## config.mk

```make
export PLATFORM = sky130hd
export DESIGN_NAME = rgb_to_yuv420_planar_packer
export DESIGN_NICKNAME = d
export VERILOG_FILES = /design/src/hw/rtl/ry4p_pkg.sv /design/src/hw/rtl/ry4p_front.sv /design/src/hw/rtl/ry4p_queue.sv /design/src/hw/rtl/ry4p_back.sv /design/src/hw/rtl/rgb_to_yuv420_planar_packer.sv
export VERILOG_INCLUDE_DIRS = /design/src /design/src/hw/rtl
export SDC_FILE = /design/constraint.sdc
export NUM_CORES = 2
export LEC_CHECK = 0
export CORE_MARGIN = 5
export CORE_UTILIZATION = 45
export DETAILED_ROUTE_END_ITERATION = 8
export DONT_BUFFER_PORTS = 1
export SLEW_MARGIN = 20
export SYNTH_ARGS = -nofsm -noshare
export SYNTH_HDL_FRONTEND = slang
export SYNTH_SLANG_ARGS = --single-unit
```

## constraint.sdc

```tcl
create_clock -name aclk -period 8.2 [get_ports aclk]
set_input_delay 1.23 -clock aclk [delete_from_list [all_inputs] [get_ports aclk]]
set_output_delay 1.23 -clock aclk [all_outputs]
set_load 0.005 [all_outputs]
```

## src/hw/rtl/rgb_to_yuv420_planar_packer_macros.svh

```systemverilog
// Assertion macros shared by the RGB to YUV 4:2:0 packer modules.
// Depends on nothing; files that assert take it by include.
`ifndef RGB_TO_YUV420_PLANAR_PACKER_MACROS_SVH
`define RGB_TO_YUV420_PLANAR_PACKER_MACROS_SVH

// Same-cycle implication, disabled while reset is held.
`define RY4P_ASSERT_IMP(lbl, clk, rst_n, ante, cons, msg) \
    lbl: assert property (@(posedge clk) disable iff (!rst_n) (ante) |-> (cons)) \
        else $error(msg);

// Next-cycle implication, disabled while reset is held.
`define RY4P_ASSERT_NXT(lbl, clk, rst_n, ante, cons, msg) \
    lbl: assert property (@(posedge clk) disable iff (!rst_n) (ante) |=> (cons)) \
        else $error(msg);

`endif

```

## src/hw/rtl/ry4p_pkg.sv

```systemverilog
// Shared types and constants of the RGB to YUV 4:2:0 planar packer.
// Used by the front, queue, back and top-level files; depends on nothing.
`timescale 1ns / 1ps

package ry4p_pkg;

    localparam int DIM_W   = 11;  // width of a frame dimension
    localparam int OFF_W   = 21;  // width of a buffer offset
    localparam int SUM_W   = 18;  // signed color accumulator

    // Must stay a power of two so the pointers wrap naturally.
    localparam int QUEUE_DEPTH = 4;

    localparam logic [OFF_W-1:0] HEADER_BYTES = 21'd4;

    localparam logic signed [8:0] COEF_Y_R = 9'sd66;
    localparam logic signed [8:0] COEF_Y_G = 9'sd129;
    localparam logic signed [8:0] COEF_Y_B = 9'sd61;
    localparam logic signed [8:0] COEF_U_R = -9'sd46;
    localparam logic signed [8:0] COEF_U_G = -9'sd82;
    localparam logic signed [8:0] COEF_U_B = 9'sd128;
    localparam logic signed [8:0] COEF_V_R = 9'sd128;
    localparam logic signed [8:0] COEF_V_G = -9'sd94;
    localparam logic signed [8:0] COEF_V_B = -9'sd34;
    localparam logic signed [SUM_W-1:0] CHROMA_BIAS = 18'sd32768;

    typedef enum logic [1:0] {
        KIND_HEADER = 2'd0,
        KIND_LUMA   = 2'd1,
        KIND_U      = 2'd2,
        KIND_V      = 2'd3
    } kind_t;

    typedef enum logic [2:0] {
        ST_START,
        ST_WH,
        ST_WL,
        ST_HH,
        ST_HL,
        ST_Y,
        ST_U,
        ST_V
    } step_t;

    // One classified pixel, as handed from the front to the back.
    typedef struct packed {
        logic [7:0]       y_byte;
        logic [7:0]       u_byte;
        logic [7:0]       v_byte;
        logic [OFF_W-1:0] luma_off;
        logic [OFF_W-1:0] chroma_off;
        logic [OFF_W-1:0] plane_len;
        logic [DIM_W-1:0] hdr_w;
        logic [DIM_W-1:0] hdr_h;
        logic             first;
        logic             chroma;
        logic             frame_end;
    } entry_t;

    // Queue status and head toward the back end.
    typedef struct packed {
        logic   empty;
        entry_t head;
    } q_status_t;

endpackage

```

## src/hw/rtl/ry4p_front.sv

```systemverilog
// Front end: accepts pixels, tracks raster position and offsets, converts
// the color and classifies the pixel. Depends on ry4p_pkg.
`timescale 1ns / 1ps

module ry4p_front #(
    parameter int MAX_WIDTH  = 1024,
    parameter int MAX_HEIGHT = 1024
) (
    input  logic                      aclk,
    input  logic                      aresetn,
    input  logic                      s_tvalid,
    output logic                      s_tready,
    input  logic [23:0]               s_tdata,
    input  logic [ry4p_pkg::DIM_W-1:0] cfg_width,
    input  logic [ry4p_pkg::DIM_W-1:0] cfg_height,
    output logic                      push,
    input  logic                      queue_full,
    output ry4p_pkg::entry_t          push_entry
);

    localparam int DW      = ry4p_pkg::DIM_W;
    localparam int OW      = ry4p_pkg::OFF_W;
    localparam int SW      = ry4p_pkg::SUM_W;
    localparam int DIM_MAX = (1 << DW) - 1;
    localparam int EFF_W   = (MAX_WIDTH < DIM_MAX) ? MAX_WIDTH : DIM_MAX;
    localparam int EFF_H   = (MAX_HEIGHT < DIM_MAX) ? MAX_HEIGHT : DIM_MAX;
    localparam int COL_W   = $clog2(EFF_W);
    localparam int ROW_W   = $clog2(EFF_H);

    function automatic logic [DW-1:0] clamp_dim(input logic [DW-1:0] v,
                                                input int unsigned maxv);
        logic [DW-1:0] res;
        res = v;
        if (v == '0) begin
            res = DW'(1);
        end else if (32'(v) > maxv) begin
            res = DW'(maxv);
        end
        return res;
    endfunction

    // Position state
    logic [COL_W-1:0] col_reg, col_next;
    logic [ROW_W-1:0] row_reg, row_next;
    logic [OW-1:0]    luma_reg, luma_next;
    logic [OW-1:0]    row_base_reg, row_base_next;
    logic [DW-1:0]    cur_w_reg, cur_h_reg;

    // Stage 1
    logic             s1_valid_reg;
    logic [23:0]      s1_pix_reg;
    logic [DW-1:0]    s1_w_reg, s1_h_reg;
    logic             s1_first_reg, s1_chroma_reg, s1_end_reg;
    logic [OW-1:0]    s1_luma_reg, s1_cpart_reg;

    // Stage 2
    logic             s2_valid_reg;
    logic [7:0]       s2_y_reg, s2_u_reg, s2_v_reg;
    logic [OW-1:0]    s2_ylen_reg, s2_plen_reg;
    logic [DW-1:0]    s2_w_reg, s2_h_reg;
    logic             s2_first_reg, s2_chroma_reg, s2_end_reg;
    logic [OW-1:0]    s2_luma_reg, s2_cpart_reg;

    logic             s1_ready, s2_ready, accept;
    logic             first, frame_end, col_wrap;
    logic [DW-1:0]    geo_w, geo_h, col_inc, row_inc;
    logic [DW:0]      w_up, s1_w_up, s1_h_up;
    logic [OW-1:0]    rb_step;

    logic [7:0]             pix_r, pix_g, pix_b;
    logic signed [SW-1:0]   y_sum, u_sum, v_sum;
    logic [2*DW-1:0]        ylen_full, plen_full;

    assign s2_ready = !s2_valid_reg || !queue_full;
    assign s1_ready = !s1_valid_reg || s2_ready;
    assign s_tready = s1_ready;
    assign accept   = s_tvalid && s1_ready;

    // Geometry is taken from the registers on the first pixel of a frame.
    assign first = (col_reg == '0) && (row_reg == '0);
    assign geo_w = first ? clamp_dim(cfg_width, MAX_WIDTH) : cur_w_reg;
    assign geo_h = first ? clamp_dim(cfg_height, MAX_HEIGHT) : cur_h_reg;

    assign col_inc   = DW'(col_reg) + 1'b1;
    assign row_inc   = DW'(row_reg) + 1'b1;
    assign col_wrap  = col_inc >= geo_w;
    assign frame_end = col_wrap && (row_inc >= geo_h);
    assign w_up      = {1'b0, geo_w} + 1'b1;
    assign rb_step   = OW'(w_up[DW:1]);

    always_comb begin
        col_next      = col_reg;
        row_next      = row_reg;
        luma_next     = luma_reg;
        row_base_next = row_base_reg;
        if (accept) begin
            luma_next = luma_reg + 1'b1;
            if (col_wrap) begin
                col_next = '0;
                if (frame_end) begin
                    row_next      = '0;
                    luma_next     = ry4p_pkg::HEADER_BYTES;
                    row_base_next = '0;
                end else begin
                    row_next = row_inc[ROW_W-1:0];
                    // The chroma row advances after each odd luma row.
                    if (row_reg[0]) begin
                        row_base_next = row_base_reg + rb_step;
                    end
                end
            end else begin
                col_next = col_inc[COL_W-1:0];
            end
        end
    end

    always_ff @(posedge aclk) begin
        if (!aresetn) begin
            col_reg      <= '0;
            row_reg      <= '0;
            luma_reg     <= ry4p_pkg::HEADER_BYTES;
            row_base_reg <= '0;
        end else begin
            col_reg      <= col_next;
            row_reg      <= row_next;
            luma_reg     <= luma_next;
            row_base_reg <= row_base_next;
        end
    end

    always_ff @(posedge aclk) begin
        if (accept && first) begin
            cur_w_reg <= geo_w;
            cur_h_reg <= geo_h;
        end
    end

    // Stage 1 load
    always_ff @(posedge aclk) begin
        if (!aresetn) begin
            s1_valid_reg <= 1'b0;
        end else if (s1_ready) begin
            s1_valid_reg <= accept;
        end
    end

    always_ff @(posedge aclk) begin
        if (accept) begin
            s1_pix_reg    <= s_tdata;
            s1_w_reg      <= geo_w;
            s1_h_reg      <= geo_h;
            s1_first_reg  <= first;
            s1_chroma_reg <= !col_reg[0] && !row_reg[0];
            s1_end_reg    <= frame_end;
            s1_luma_reg   <= luma_reg;
            s1_cpart_reg  <= row_base_reg + OW'(col_reg >> 1);
        end
    end

    // Color conversion and plane sizes
    assign pix_r = s1_pix_reg[7:0];
    assign pix_g = s1_pix_reg[15:8];
    assign pix_b = s1_pix_reg[23:16];

    always_comb begin
        y_sum = $signed({1'b0, pix_r}) * ry4p_pkg::COEF_Y_R
              + $signed({1'b0, pix_g}) * ry4p_pkg::COEF_Y_G
              + $signed({1'b0, pix_b}) * ry4p_pkg::COEF_Y_B;
        u_sum = $signed({1'b0, pix_r}) * ry4p_pkg::COEF_U_R
              + $signed({1'b0, pix_g}) * ry4p_pkg::COEF_U_G
              + $signed({1'b0, pix_b}) * ry4p_pkg::COEF_U_B
              + ry4p_pkg::CHROMA_BIAS;
        v_sum = $signed({1'b0, pix_r}) * ry4p_pkg::COEF_V_R
              + $signed({1'b0, pix_g}) * ry4p_pkg::COEF_V_G
              + $signed({1'b0, pix_b}) * ry4p_pkg::COEF_V_B
              + ry4p_pkg::CHROMA_BIAS;
    end

    assign s1_w_up   = {1'b0, s1_w_reg} + 1'b1;
    assign s1_h_up   = {1'b0, s1_h_reg} + 1'b1;
    assign ylen_full = s1_w_reg * s1_h_reg;
    assign plen_full = s1_w_up[DW:1] * s1_h_up[DW:1];

    always_ff @(posedge aclk) begin
        if (!aresetn) begin
            s2_valid_reg <= 1'b0;
        end else if (s2_ready) begin
            s2_valid_reg <= s1_valid_reg;
        end
    end

    // Bias keeps the chroma sums non-negative, so bits 15:8 give the byte.
    always_ff @(posedge aclk) begin
        if (s1_valid_reg && s2_ready) begin
            s2_y_reg      <= y_sum[15:8];
            s2_u_reg      <= u_sum[15:8];
            s2_v_reg      <= v_sum[15:8];
            s2_ylen_reg   <= ylen_full[OW-1:0];
            s2_plen_reg   <= plen_full[OW-1:0];
            s2_w_reg      <= s1_w_reg;
            s2_h_reg      <= s1_h_reg;
            s2_first_reg  <= s1_first_reg;
            s2_chroma_reg <= s1_chroma_reg;
            s2_end_reg    <= s1_end_reg;
            s2_luma_reg   <= s1_luma_reg;
            s2_cpart_reg  <= s1_cpart_reg;
        end
    end

    assign push = s2_valid_reg && !queue_full;

    always_comb begin
        push_entry.y_byte     = s2_y_reg;
        push_entry.u_byte     = s2_u_reg;
        push_entry.v_byte     = s2_v_reg;
        push_entry.luma_off   = s2_luma_reg;
        push_entry.chroma_off = ry4p_pkg::HEADER_BYTES + s2_ylen_reg + s2_cpart_reg;
        push_entry.plane_len  = s2_plen_reg;
        push_entry.hdr_w      = s2_w_reg;
        push_entry.hdr_h      = s2_h_reg;
        push_entry.first      = s2_first_reg;
        push_entry.chroma     = s2_chroma_reg;
        push_entry.frame_end  = s2_end_reg;
    end

endmodule

```

## src/hw/rtl/ry4p_queue.sv

```systemverilog
// Short queue of classified pixels between the front and the back end.
// Depends on ry4p_pkg and the packer assertion macros.
`timescale 1ns / 1ps
`include "rgb_to_yuv420_planar_packer_macros.svh"

module ry4p_queue (
    input  logic                aclk,
    input  logic                aresetn,
    input  logic                push,
    input  ry4p_pkg::entry_t    push_entry,
    output logic                full,
    input  logic                pop,
    output ry4p_pkg::q_status_t status
);

    localparam int DEPTH = ry4p_pkg::QUEUE_DEPTH;
    localparam int PTR_W = $clog2(DEPTH);
    localparam int CNT_W = $clog2(DEPTH + 1);

    ry4p_pkg::entry_t entry_reg [DEPTH];
    logic [PTR_W-1:0] wr_ptr_reg, rd_ptr_reg;
    logic [CNT_W-1:0] count_reg, count_next;

    assign full         = count_reg == CNT_W'(DEPTH);
    assign status.empty = count_reg == '0;
    assign status.head  = entry_reg[rd_ptr_reg];

    always_comb begin
        count_next = count_reg;
        if (push && !pop) begin
            count_next = count_reg + 1'b1;
        end else if (pop && !push) begin
            count_next = count_reg - 1'b1;
        end
    end

    always_ff @(posedge aclk) begin
        if (!aresetn) begin
            wr_ptr_reg <= '0;
            rd_ptr_reg <= '0;
            count_reg  <= '0;
        end else begin
            count_reg <= count_next;
            if (push) begin
                wr_ptr_reg <= wr_ptr_reg + 1'b1;
            end
            if (pop) begin
                rd_ptr_reg <= rd_ptr_reg + 1'b1;
            end
        end
    end

    always_ff @(posedge aclk) begin
        if (push) begin
            entry_reg[wr_ptr_reg] <= push_entry;
        end
    end

    `RY4P_ASSERT_IMP(a_no_push_full, aclk, aresetn, push, !full, "push into a full queue")
    `RY4P_ASSERT_IMP(a_no_pop_empty, aclk, aresetn, pop, !status.empty, "pop from empty queue")
    `RY4P_ASSERT_NXT(a_push_count, aclk, aresetn, push && !pop, count_reg == $past(count_reg) + 1'b1, "count did not rise on push")
    `RY4P_ASSERT_NXT(a_pop_count, aclk, aresetn, pop && !push, count_reg == $past(count_reg) - 1'b1, "count did not fall on pop")

endmodule

```

## src/hw/rtl/ry4p_back.sv

```systemverilog
// Back end: expands each queued pixel into header, luma and chroma beats
// and holds them in the output register. Depends on ry4p_pkg and the macros.
`timescale 1ns / 1ps
`include "rgb_to_yuv420_planar_packer_macros.svh"

module ry4p_back (
    input  logic                aclk,
    input  logic                aresetn,
    input  ry4p_pkg::q_status_t status,
    output logic                pop,
    output logic                m_tvalid,
    input  logic                m_tready,
    output logic [31:0]         m_tdata,   // byte_value[7:0], byte_offset[28:8]
    output logic                m_tlast,
    output logic [2:0]          m_tuser    // byte_kind[1:0], frame_done[2]
);

    localparam int OW = ry4p_pkg::OFF_W;

    ry4p_pkg::step_t  state_reg, state_next, eff_step, after_step;
    ry4p_pkg::entry_t head;
    logic             out_load, work;

    logic [7:0]       out_val;
    logic [OW-1:0]    out_off;
    ry4p_pkg::kind_t  out_kind;
    logic             out_last;

    logic             m_valid_reg;
    logic [7:0]       m_val_reg;
    logic [OW-1:0]    m_off_reg;
    ry4p_pkg::kind_t  m_kind_reg;
    logic             m_last_reg, m_done_reg;

    assign head     = status.head;
    assign out_load = !m_valid_reg || m_tready;
    assign work     = !status.empty && out_load;

    // A fresh entry starts with its header or directly with its luma byte.
    always_comb begin
        eff_step = state_reg;
        if (state_reg == ry4p_pkg::ST_START) begin
            eff_step = head.first ? ry4p_pkg::ST_WH : ry4p_pkg::ST_Y;
        end
    end

    // Next state
    always_comb begin
        case (eff_step)
            ry4p_pkg::ST_WH: after_step = ry4p_pkg::ST_WL;
            ry4p_pkg::ST_WL: after_step = ry4p_pkg::ST_HH;
            ry4p_pkg::ST_HH: after_step = ry4p_pkg::ST_HL;
            ry4p_pkg::ST_HL: after_step = ry4p_pkg::ST_Y;
            ry4p_pkg::ST_Y:  after_step = head.chroma ? ry4p_pkg::ST_U : ry4p_pkg::ST_START;
            ry4p_pkg::ST_U:  after_step = ry4p_pkg::ST_V;
            default:         after_step = ry4p_pkg::ST_START;
        endcase
        state_next = work ? after_step : state_reg;
    end

    assign pop = work && (after_step == ry4p_pkg::ST_START);

    // Outputs
    always_comb begin
        case (eff_step)
            ry4p_pkg::ST_WH: begin
                out_val  = {5'b0, head.hdr_w[10:8]};
                out_off  = OW'(0);
                out_kind = ry4p_pkg::KIND_HEADER;
                out_last = 1'b0;
            end
            ry4p_pkg::ST_WL: begin
                out_val  = head.hdr_w[7:0];
                out_off  = OW'(1);
                out_kind = ry4p_pkg::KIND_HEADER;
                out_last = 1'b0;
            end
            ry4p_pkg::ST_HH: begin
                out_val  = {5'b0, head.hdr_h[10:8]};
                out_off  = OW'(2);
                out_kind = ry4p_pkg::KIND_HEADER;
                out_last = 1'b0;
            end
            ry4p_pkg::ST_HL: begin
                out_val  = head.hdr_h[7:0];
                out_off  = OW'(3);
                out_kind = ry4p_pkg::KIND_HEADER;
                out_last = 1'b0;
            end
            ry4p_pkg::ST_Y: begin
                out_val  = head.y_byte;
                out_off  = head.luma_off;
                out_kind = ry4p_pkg::KIND_LUMA;
                out_last = !head.chroma;
            end
            ry4p_pkg::ST_U: begin
                out_val  = head.u_byte;
                out_off  = head.chroma_off;
                out_kind = ry4p_pkg::KIND_U;
                out_last = 1'b0;
            end
            ry4p_pkg::ST_V: begin
                out_val  = head.v_byte;
                out_off  = head.chroma_off + head.plane_len;
                out_kind = ry4p_pkg::KIND_V;
                out_last = 1'b1;
            end
            default: begin
                out_val  = '0;
                out_off  = '0;
                out_kind = ry4p_pkg::KIND_HEADER;
                out_last = 1'b0;
            end
        endcase
    end

    always_ff @(posedge aclk) begin
        if (!aresetn) begin
            state_reg   <= ry4p_pkg::ST_START;
            m_valid_reg <= 1'b0;
        end else begin
            state_reg <= state_next;
            if (out_load) begin
                m_valid_reg <= work;
            end
        end
    end

    always_ff @(posedge aclk) begin
        if (work) begin
            m_val_reg  <= out_val;
            m_off_reg  <= out_off;
            m_kind_reg <= out_kind;
            m_last_reg <= out_last;
            m_done_reg <= out_last && head.frame_end;
        end
    end

    assign m_tvalid = m_valid_reg;
    assign m_tdata  = {3'b0, m_off_reg, m_val_reg};
    assign m_tlast  = m_last_reg;
    assign m_tuser  = {m_done_reg, m_kind_reg};

    `RY4P_ASSERT_IMP(a_done_is_last, aclk, aresetn, m_valid_reg && m_done_reg, m_last_reg, "frame end on a beat that does not close its pixel")
    `RY4P_ASSERT_NXT(a_u_then_v, aclk, aresetn, m_valid_reg && m_tready && (m_kind_reg == ry4p_pkg::KIND_U), m_valid_reg && (m_kind_reg == ry4p_pkg::KIND_V), "U beat not followed by its V beat")
    `RY4P_ASSERT_NXT(a_hdr_then_hdr_or_y, aclk, aresetn, m_valid_reg && m_tready && (m_kind_reg == ry4p_pkg::KIND_HEADER), m_valid_reg && ((m_kind_reg == ry4p_pkg::KIND_HEADER) || (m_kind_reg == ry4p_pkg::KIND_LUMA)), "header not followed by header or luma")

endmodule

```

## src/hw/rtl/rgb_to_yuv420_planar_packer.sv

```systemverilog
// RGB to YUV 4:2:0 planar packer.
// Pixels enter on the s_ stream in raster order (red, green, blue in s_tdata
// from the low byte up). For each pixel the m_ stream carries one beat per
// byte to store: its value and buffer offset in m_tdata, its kind and the
// frame-done flag in m_tuser, and m_tlast on the pixel's final beat.
// The first pixel of a frame gives 4 header beats first; every pixel gives
// its luma beat, and pixels at even column and even row add U and V beats.
// So a pixel costs 1, 3 or 7 output beats, on average 1.5 over a frame,
// and the one-beat-per-cycle output sets the sustained pixel rate while
// m_tready stays high. The front takes one pixel per cycle while the
// four-entry queue has room. With the queue empty, a pixel's first beat
// is valid after the front stages, the queue and the output register.
// Frame width and height are written over APB at byte addresses 0 and 4 and
// are sampled at each frame's first pixel. Reset restores 640x480 and
// starts a new frame. When the receiver stalls, the output holds its beat,
// the queue and the two front stages fill and s_tready drops.
// Depends on ry4p_pkg, ry4p_front, ry4p_queue and ry4p_back.
`timescale 1ns / 1ps

module rgb_to_yuv420_planar_packer #(
    parameter int MAX_WIDTH  = 1024,
    parameter int MAX_HEIGHT = 1024
) (
    input  logic        aclk,
    input  logic        aresetn,
    input  logic        s_tvalid,
    output logic        s_tready,
    input  logic [23:0] s_tdata,   // red[7:0], green[15:8], blue[23:16]
    output logic        m_tvalid,
    input  logic        m_tready,
    output logic [31:0] m_tdata,   // byte_value[7:0], byte_offset[28:8]
    output logic        m_tlast,
    output logic [2:0]  m_tuser,   // byte_kind[1:0], frame_done[2]
    input  logic        psel,
    input  logic        penable,
    input  logic        pwrite,
    input  logic [2:0]  paddr,
    input  logic [31:0] pwdata,
    output logic [31:0] prdata,
    output logic        pready
);

    localparam int DW = ry4p_pkg::DIM_W;

    logic [DW-1:0]        frame_width_reg, frame_height_reg;
    logic                 cfg_write;
    logic                 push, queue_full, pop;
    ry4p_pkg::entry_t     push_entry;
    ry4p_pkg::q_status_t  q_status;

    assign pready    = 1'b1;
    assign cfg_write = psel && penable && pwrite && pready;

    always_ff @(posedge aclk) begin
        if (!aresetn) begin
            frame_width_reg  <= DW'(640);
            frame_height_reg <= DW'(480);
        end else if (cfg_write) begin
            if (paddr[2]) begin
                frame_height_reg <= pwdata[DW-1:0];
            end else begin
                frame_width_reg <= pwdata[DW-1:0];
            end
        end
    end

    assign prdata = paddr[2] ? 32'(frame_height_reg) : 32'(frame_width_reg);

    ry4p_front #(
        .MAX_WIDTH  (MAX_WIDTH),
        .MAX_HEIGHT (MAX_HEIGHT)
    ) u_front (
        .aclk       (aclk),
        .aresetn    (aresetn),
        .s_tvalid   (s_tvalid),
        .s_tready   (s_tready),
        .s_tdata    (s_tdata),
        .cfg_width  (frame_width_reg),
        .cfg_height (frame_height_reg),
        .push       (push),
        .queue_full (queue_full),
        .push_entry (push_entry)
    );

    ry4p_queue u_queue (
        .aclk       (aclk),
        .aresetn    (aresetn),
        .push       (push),
        .push_entry (push_entry),
        .full       (queue_full),
        .pop        (pop),
        .status     (q_status)
    );

    ry4p_back u_back (
        .aclk     (aclk),
        .aresetn  (aresetn),
        .status   (q_status),
        .pop      (pop),
        .m_tvalid (m_tvalid),
        .m_tready (m_tready),
        .m_tdata  (m_tdata),
        .m_tlast  (m_tlast),
        .m_tuser  (m_tuser)
    );

endmodule
```

# == After elaboration in Yosys (flattened, before gate mapping) ==
# Memory sizes are Yosys's and may differ from the RTL's. A register that Yosys moved wholly into a read port is not among the register bits.
# Cells that the tools add are included.
# word_totals
mem_bits_rw,448
memories,1
wordCells,153
register_bits,376
latch_bits,0
inputBits,66
mem_bits_ro,0
out_inout_bits,71
# classes
n_addsub,23
eq_ne,8
magnitude_cmp,4
n_mul,9
div_mod_pow,0
mux,27
n_shift,0
n_reduce_logical,40
n_bitwise,1
# memory_table
name,words,word_bits,rd,rd_clocked_by_memory_dff,write_ports,line,source
u_queue.entry_reg,4,112,1,1,1,ry4p_queue.sv:20,ry4p_pkg::entry_t entry_reg [DEPTH];
# ops
op,count
$pmux 21 s6,1
$add 16x16->16,6
$mux 21,4
$mux 11,7
$pmux 8 s7,1
$add 21x21->21,2
$mul 11x11->21,2
$add 11x1->12 const B,3
$add 16x16->16 const B,2
$mul 9x6->15 const B,2
$mul 9x7->15 const B,2
$mul 8x6->14 const B,2
$add 10x1->11 const B,2
$ge 11x11->1,2
$gt 11x11->1 const B,2
$logic_not 11->1,2
$add 21x1->21 const B,1
$add 21x11->21,1
$add 21x9->21,1
$add 3x21->21 const A,1
$logic_not 10->1,2
$mux 10,2
$pmux 3 s6,1
$mul 8x8->16 const B,1
other kinds (19),60

# == Depth between registers and ports, before layout ==
# depth
depth_word,9
depth_mapped,29
ltp_nobuf,29

# == By module ==
# From an unflattened synthesis, not the netlist that was laid out.
# hier_totals
hier_cells,3829
hier_area_um2,49630.1
# by_module_without_submodules
module,n_inst,seq_area_each_um2,cells_per_inst,area_per_inst_um2
ry4p_front,1,8668.3,2758,28823.9
ry4p_queue,1,13633.1,628,16691.0
ry4p_back,1,1071.0,316,2911.5
rgb_to_yuv420_planar_packer,1,440.4,127,1203.7

# == Least setup slack after synthesis ==
# OpenSTA, ideal clock, no wires.
# synth_timing
path_kind,register to register
startpoint,reg u_queue.count_reg[0]
endpoint,reg u_front.s2_chroma_reg (enable)
synth_period_minus_slack_ns,7.208
required_ns,7.557
setup_ns,0.643
arrival_time_ns,6.565
n_path_buf,0
path_slack_ns,0.992
path_stages_with_launch,4
cell_sequence,dfxtp_1 -> nor2_1 -> and3_1 -> nor2b_1
# synth_between
elab_chain_cells,4
# synth_lines
item,line,source
from (decl),ry4p_queue.sv:22,"logic [CNT_W-1:0] count_reg, count_next;"
from (signal assigned),ry4p_queue.sv:43,count_reg <= count_next;
$eq 3x3->1,ry4p_queue.sv:24,assign full = count_reg == CNT_W'(DEPTH);
$logic_not 1->1,ry4p_front.sv:74,assign s2_ready = !s2_valid_reg || !queue_full;
$logic_or 1x1->1,ry4p_front.sv:74,
$logic_and 1x1->1,ry4p_front.sv:194,if (s1_valid_reg && s2_ready) begin
to (signal assigned),ry4p_front.sv:203,s2_chroma_reg <= s1_chroma_reg;
to (decl),ry4p_front.sv:61,"logic s2_first_reg, s2_chroma_reg, s2_end_reg;"
# Every way passes these cells.
# A chain may end at the register's enable or synchronous reset.

# == Final worst setup path ==
# layout_timing
startpoint,reg u_front.s1_pix_reg[16]
endpoint,"reg u_front.s2_y_reg[7], data pin"
# layout_between
elab_chain_cells,2
# layout_lines
item,line,source
from (decl),ry4p_front.sv:51,logic [23:0] s1_pix_reg;
from (signal assigned),ry4p_front.sv:149,s1_pix_reg <= s_tdata;
$mul 8x6->14,ry4p_front.sv:168,"+ $signed({1'b0, pix_b}) * ry4p_pkg::COEF_Y_B;"
$add 16x16->16,ry4p_front.sv:168,
net u_front.y_sum[15],ry4p_front.sv:71,"logic signed [SW-1:0] y_sum, u_sum, v_sum;"
to (signal assigned),ry4p_front.sv:195,s2_y_reg <= y_sum[15:8];
to (decl),ry4p_front.sv:58,"logic [7:0] s2_y_reg, s2_u_reg, s2_v_reg;"
# The timed path passes the listed nets, and every way through them passes these cells.

==> run summary <==
The tools report the kind of launch point of the worst setup path as a flop. Counting both buffers and inverters, the worst setup path holds a total of 2. The die is 342 um wide. In this run, synthesis produced a sequential element count of 826. In this run the count of I/O pins placed on the die edge is 137. In the final timing run, aggregate negative setup slack is 0 ns.

STA classifies the critical path endpoint as a flop. From synthesis to final layout, the design area changed by 9.36%. The cell family with the largest share of critical-path delay was adder cells. Clock-pin slew was measured on the worst setup and hold paths at 0.06 ns.

The global router's overall resource usage was 18.9%. The type of the worst setup path is reg2reg. Sequential cell area fraction in the yosys report: 47.9%. The slew of the pin with the lowest slew margin was 1.07 ns; the total clock sinks was 826. The worst clock skew was 0.0404 ns. The routed design has 109000 um of wire. The violation count after the first detailed-route iteration was 1924.

The critical path goes through fa_1, inv_1, fa_1, fa_1, inv_1, ha_1, a21o_1, a21oi_1, xnor2_1, ha_1, ha_1, ha_1, ha_1, fa_1, ha_1, o21ai_0, a21oi_1, o41ai_1, o21ai_0, o41ai_1, xnor2_1. The sum of net half-perimeters after detailed placement was 81200 um. The run gives 0 as the number of design rule violations left after detail routing. Data arrives at the worst endpoint at 7.48 ns. For the number of failing hold endpoints at the final stage, the log shows 0. Across the VDD grid, the largest voltage drop is 0.234 mV.

No sink is reached through more buffers than the 3 on the longest clock path. In this run the worst hold path is classified as reg2reg. The number of flops mapped to enable cells by yosys is 727. The register with the most flip-flops in the layout has 448 of them.

The Yosys step of the flow raised 0 warnings. The run gives 3930 as the post-synthesis cell count. The worst path needs 7.09 ns of the cycle, external delays included. The floorplan has 121 rows. The share of Yosys cell area claimed by the top area cell type works out to 43.9%. Sum of overflow across all layers after global routing: 0. Max-cap violations in this run came to 0.

The power per unit of standard cell area was 361 nW/um^2; the detailed-route vias per instance was 5.29. The routed layout has 29100 vias. For the net count of the finished layout, the log shows 4754. For the setup-violating endpoint count in the final report, the log shows 0.

Counting flops with an async set or reset pin after synthesis yields a share of 0%. After synthesis, the cell types taking the most area are sky130_fd_sc_hd__edfxtp_1 44%, sky130_fd_sc_hd__ha_1 12%, sky130_fd_sc_hd__fa_1 10%. The leakage power total is 22.0 nW. The run finished with clean final reports. The count of buffers from port buffering came out at 0. For the worst-skew pair, the clock arrives at the later sink with an insertion delay of 0.66 ns. Setup repair after global routing left no endpoint under its margin. The final number of max-transition violations is 0, and the H-tree level count is 3. The run gives 0 as the total setup buffers inserted after CTS. TritonCTS built the clock tree.

Among the stages of the critical path, the cell type that occurs most often is sky130_fd_sc_hd__ha_1. Once detail routing completed, the nets flagged for antenna violations numbered 0. The highest fanout seen on the critical path works out to 9. For the overall die area, the log shows 117000 um^2. The number of buffers inserted by hold repair at cts is 0, and the number of unique standard cell types used by synthesis is 85.

Measured along the y axis, the die boundary spans 342 um. The first TritonRoute pass finished after 5 iterations. The netlist area before placement was 49700 um^2.

The tree is rooted in a sky130_fd_sc_hd__clkbuf_16. In this design, the stage delay of the slowest critical-path cell is 0.65 ns. In the synthesized netlist the dominant register cell turns out to be sky130_fd_sc_hd__edfxtp_1. The initial cell density of the core is 45.4%, and the fmax is 141 MHz.

Via count of the first global-routing pass: 29500. The run gives 109000 um^2 as the placeable core region. In this run, CTS created clock tree buffers numbering 89. On the critical path, the stage with the largest delay is an instance of sky130_fd_sc_hd__fa_1. Entering global routing, the biggest net connects 134 pins.

In this run the tightest slew margin relative to its limit is 27.9%. Summing all non-filler instances in the final layout gives an area of 54300 um^2. The top cell type by total area after synthesis was sky130_fd_sc_hd__edfxtp_1.

The average size of a mapped cell is 12.6 um^2, and the weighted congestion reported at the end of routability-driven placement is 0.837. The run gives 4 as the initial antenna violation count. The post-route netlist has 8.34% of its cells at a drive strength greater than 1. The wire length per cell works out to 19.8 um. Gates resized during post-CTS repair numbered 0. The cell area reported after detailed placement is 51400 um^2, and the post-route clock period utilization is 86.5%. The logs give 8.59 ns for the required time reported for the critical path endpoint and 172000 um for the wire length of the first global-routing pass.
-- worst paths after layout --
check,start,endpoint,slack (ns),cells after the start
setup / recovery,u_front.s1_pix_reg[16]$_DFFE_PP_,u_front.s2_y_reg[7]$_DFFE_PP_,1.11,21
hold / removal,u_front.s1_cpart_reg[1]$_DFFE_PP_,u_front.s2_cpart_reg[1]$_DFFE_PP_,0.40,0
setup reg to reg,u_front.s1_pix_reg[16]$_DFFE_PP_,u_front.s2_y_reg[7]$_DFFE_PP_,1.11,21
hold reg to reg,u_front.s1_cpart_reg[1]$_DFFE_PP_,u_front.s2_cpart_reg[1]$_DFFE_PP_,0.40,0
-- metrics by stage --
step	setup WS, ns	hold slack [ns]	instances	utilization (%)	power [mW]
floorplan	0.992	0.400	3953	-	13.1
finish	1.11	0.403	5506	49.7	19.6
detailed placement	1.04	0.405	5342	47.0	15.7
global placement	1.15	0.401	5342	47.0	15.6
global route	0.637	0.419	5506	49.7	21.3
CTS	1.05	0.401	5505	49.7	19.7
-- cell usage in the layout (no fill, tap or decap), types with 12 or more instances in the layout --
| cell type | Yosys | routed |
|---|---|---|
| sky130_fd_sc_hd__edfxtp_1 | 727 | 727 |
| sky130_fd_sc_hd__ha_1 | 483 | 483 |
| sky130_fd_sc_hd__inv_1 | 470 | 470 |
| sky130_fd_sc_hd__nand2_1 | 326 | 326 |
| sky130_fd_sc_hd__fa_1 | 248 | 248 |
| sky130_fd_sc_hd__nor2_1 | 186 | 185 |
| sky130_fd_sc_hd__xnor2_1 | 155 | 155 |
| sky130_fd_sc_hd__mux4_2 | 112 | 112 |
| sky130_fd_sc_hd__and2_1 | 110 | 106 |
| sky130_fd_sc_hd__a21oi_1 | 105 | 105 |
| sky130_fd_sc_hd__dfxtp_1 | 99 | 97 |
| sky130_fd_sc_hd__o21ai_0 | 91 | 89 |
| sky130_fd_sc_hd__clkbuf_16 | 0 | 89 |
| sky130_fd_sc_hd__xor2_1 | 82 | 82 |
| sky130_fd_sc_hd__nand3_1 | 67 | 67 |
| sky130_fd_sc_hd__nor3_1 | 60 | 60 |
| sky130_fd_sc_hd__buf_4 | 26 | 48 |
| sky130_fd_sc_hd__a21o_1 | 42 | 42 |
| sky130_fd_sc_hd__o21a_1 | 40 | 40 |
| sky130_fd_sc_hd__and3_1 | 35 | 35 |
| sky130_fd_sc_hd__a21boi_0 | 25 | 25 |
| sky130_fd_sc_hd__conb_1 | 2 | 25 |
| sky130_fd_sc_hd__nor2b_1 | 25 | 24 |
| sky130_fd_sc_hd__nand2b_1 | 21 | 21 |
| sky130_fd_sc_hd__clkbuf_1 | 83 | 21 |
| sky130_fd_sc_hd__a22oi_1 | 20 | 20 |
| sky130_fd_sc_hd__o21bai_1 | 19 | 19 |
| sky130_fd_sc_hd__a31oi_1 | 19 | 19 |
| sky130_fd_sc_hd__mux2i_1 | 19 | 19 |
| sky130_fd_sc_hd__clkinv_1 | 2 | 16 |
| sky130_fd_sc_hd__or3_1 | 15 | 15 |
| sky130_fd_sc_hd__nand4_1 | 13 | 13 |
| sky130_fd_sc_hd__a211oi_1 | 13 | 13 |
| sky130_fd_sc_hd__clkinv_2 | 0 | 13 |
| sky130_fd_sc_hd__mux2_2 | 12 | 12 |
-- where the power goes --
part / internal [mW] / switching (mW) / leakage, nW
clock network: 2.31 / 1.67 / 1.41
logic: 3.97 / 5.61 / 13.0
registers: 5.72 / 0.337 / 7.56
total: 12.0 / 7.62 / 22.0
-- cells in the mapped netlist (all sizes together) (7+ instances only) --
cell type  number
a22oi          20
a31oi          19
mux2i          19
o22ai           9
nor4           10
and3           35
ha            483
nor3b           7
a211oi         14
o21bai         19
o21a           40
a2111oi         9
or2             9
mux4          112
a21o           42
fa            248
inv           471
nand4          13
buf            54
nor2          187
nand2         326
a21oi         107
xnor2         155
nor2b          25
and2          110
xor2           82
nor3           60
mux2           12
a22o           10
o31ai          10
o21ai          91
nand3          67
edfxtp        727
or3            16
clkbuf         83
dfxtp          99
a21boi         26
o211ai         10
a221o           7
nand2b         21
-- logic make-up (layout without fill, tap and decap cells) --
group	after synthesis	count (layout)	share of synthesized area (%)
and+or+nand+nor	910	910	8.74
DFF	826	826	47.9
adders and majority gates	731	731	22.2
buffers and inverters	610	686	4.86
AOI/OAI and AO/OA	470	470	6.33
xor gates and xnor gates	238	238	4.22
muxes	143	143	5.73
other	2	26	0.0151
-- final cells by class --
class	count	area, um^2
fill	9656	55000
sequential	826	23800
multi-input combinational	2517	23600
clock buffer	114	2360
tap	1476	1850
inverter	473	1780
clock inverter	49	558
timing repair buffer	50	400
antenna	1	2.50
-- layer usage --
metal  vias up  track usage (%)  part of all wire (%)
li1      13900                -                     -
met1     14500             28.3                    48
met2       600             29.5                    45
met3       122             2.59                   4.7
met4         2             4.19                   2.0
met5         -                0                 0.012
(Power assumes the default switching activity.)
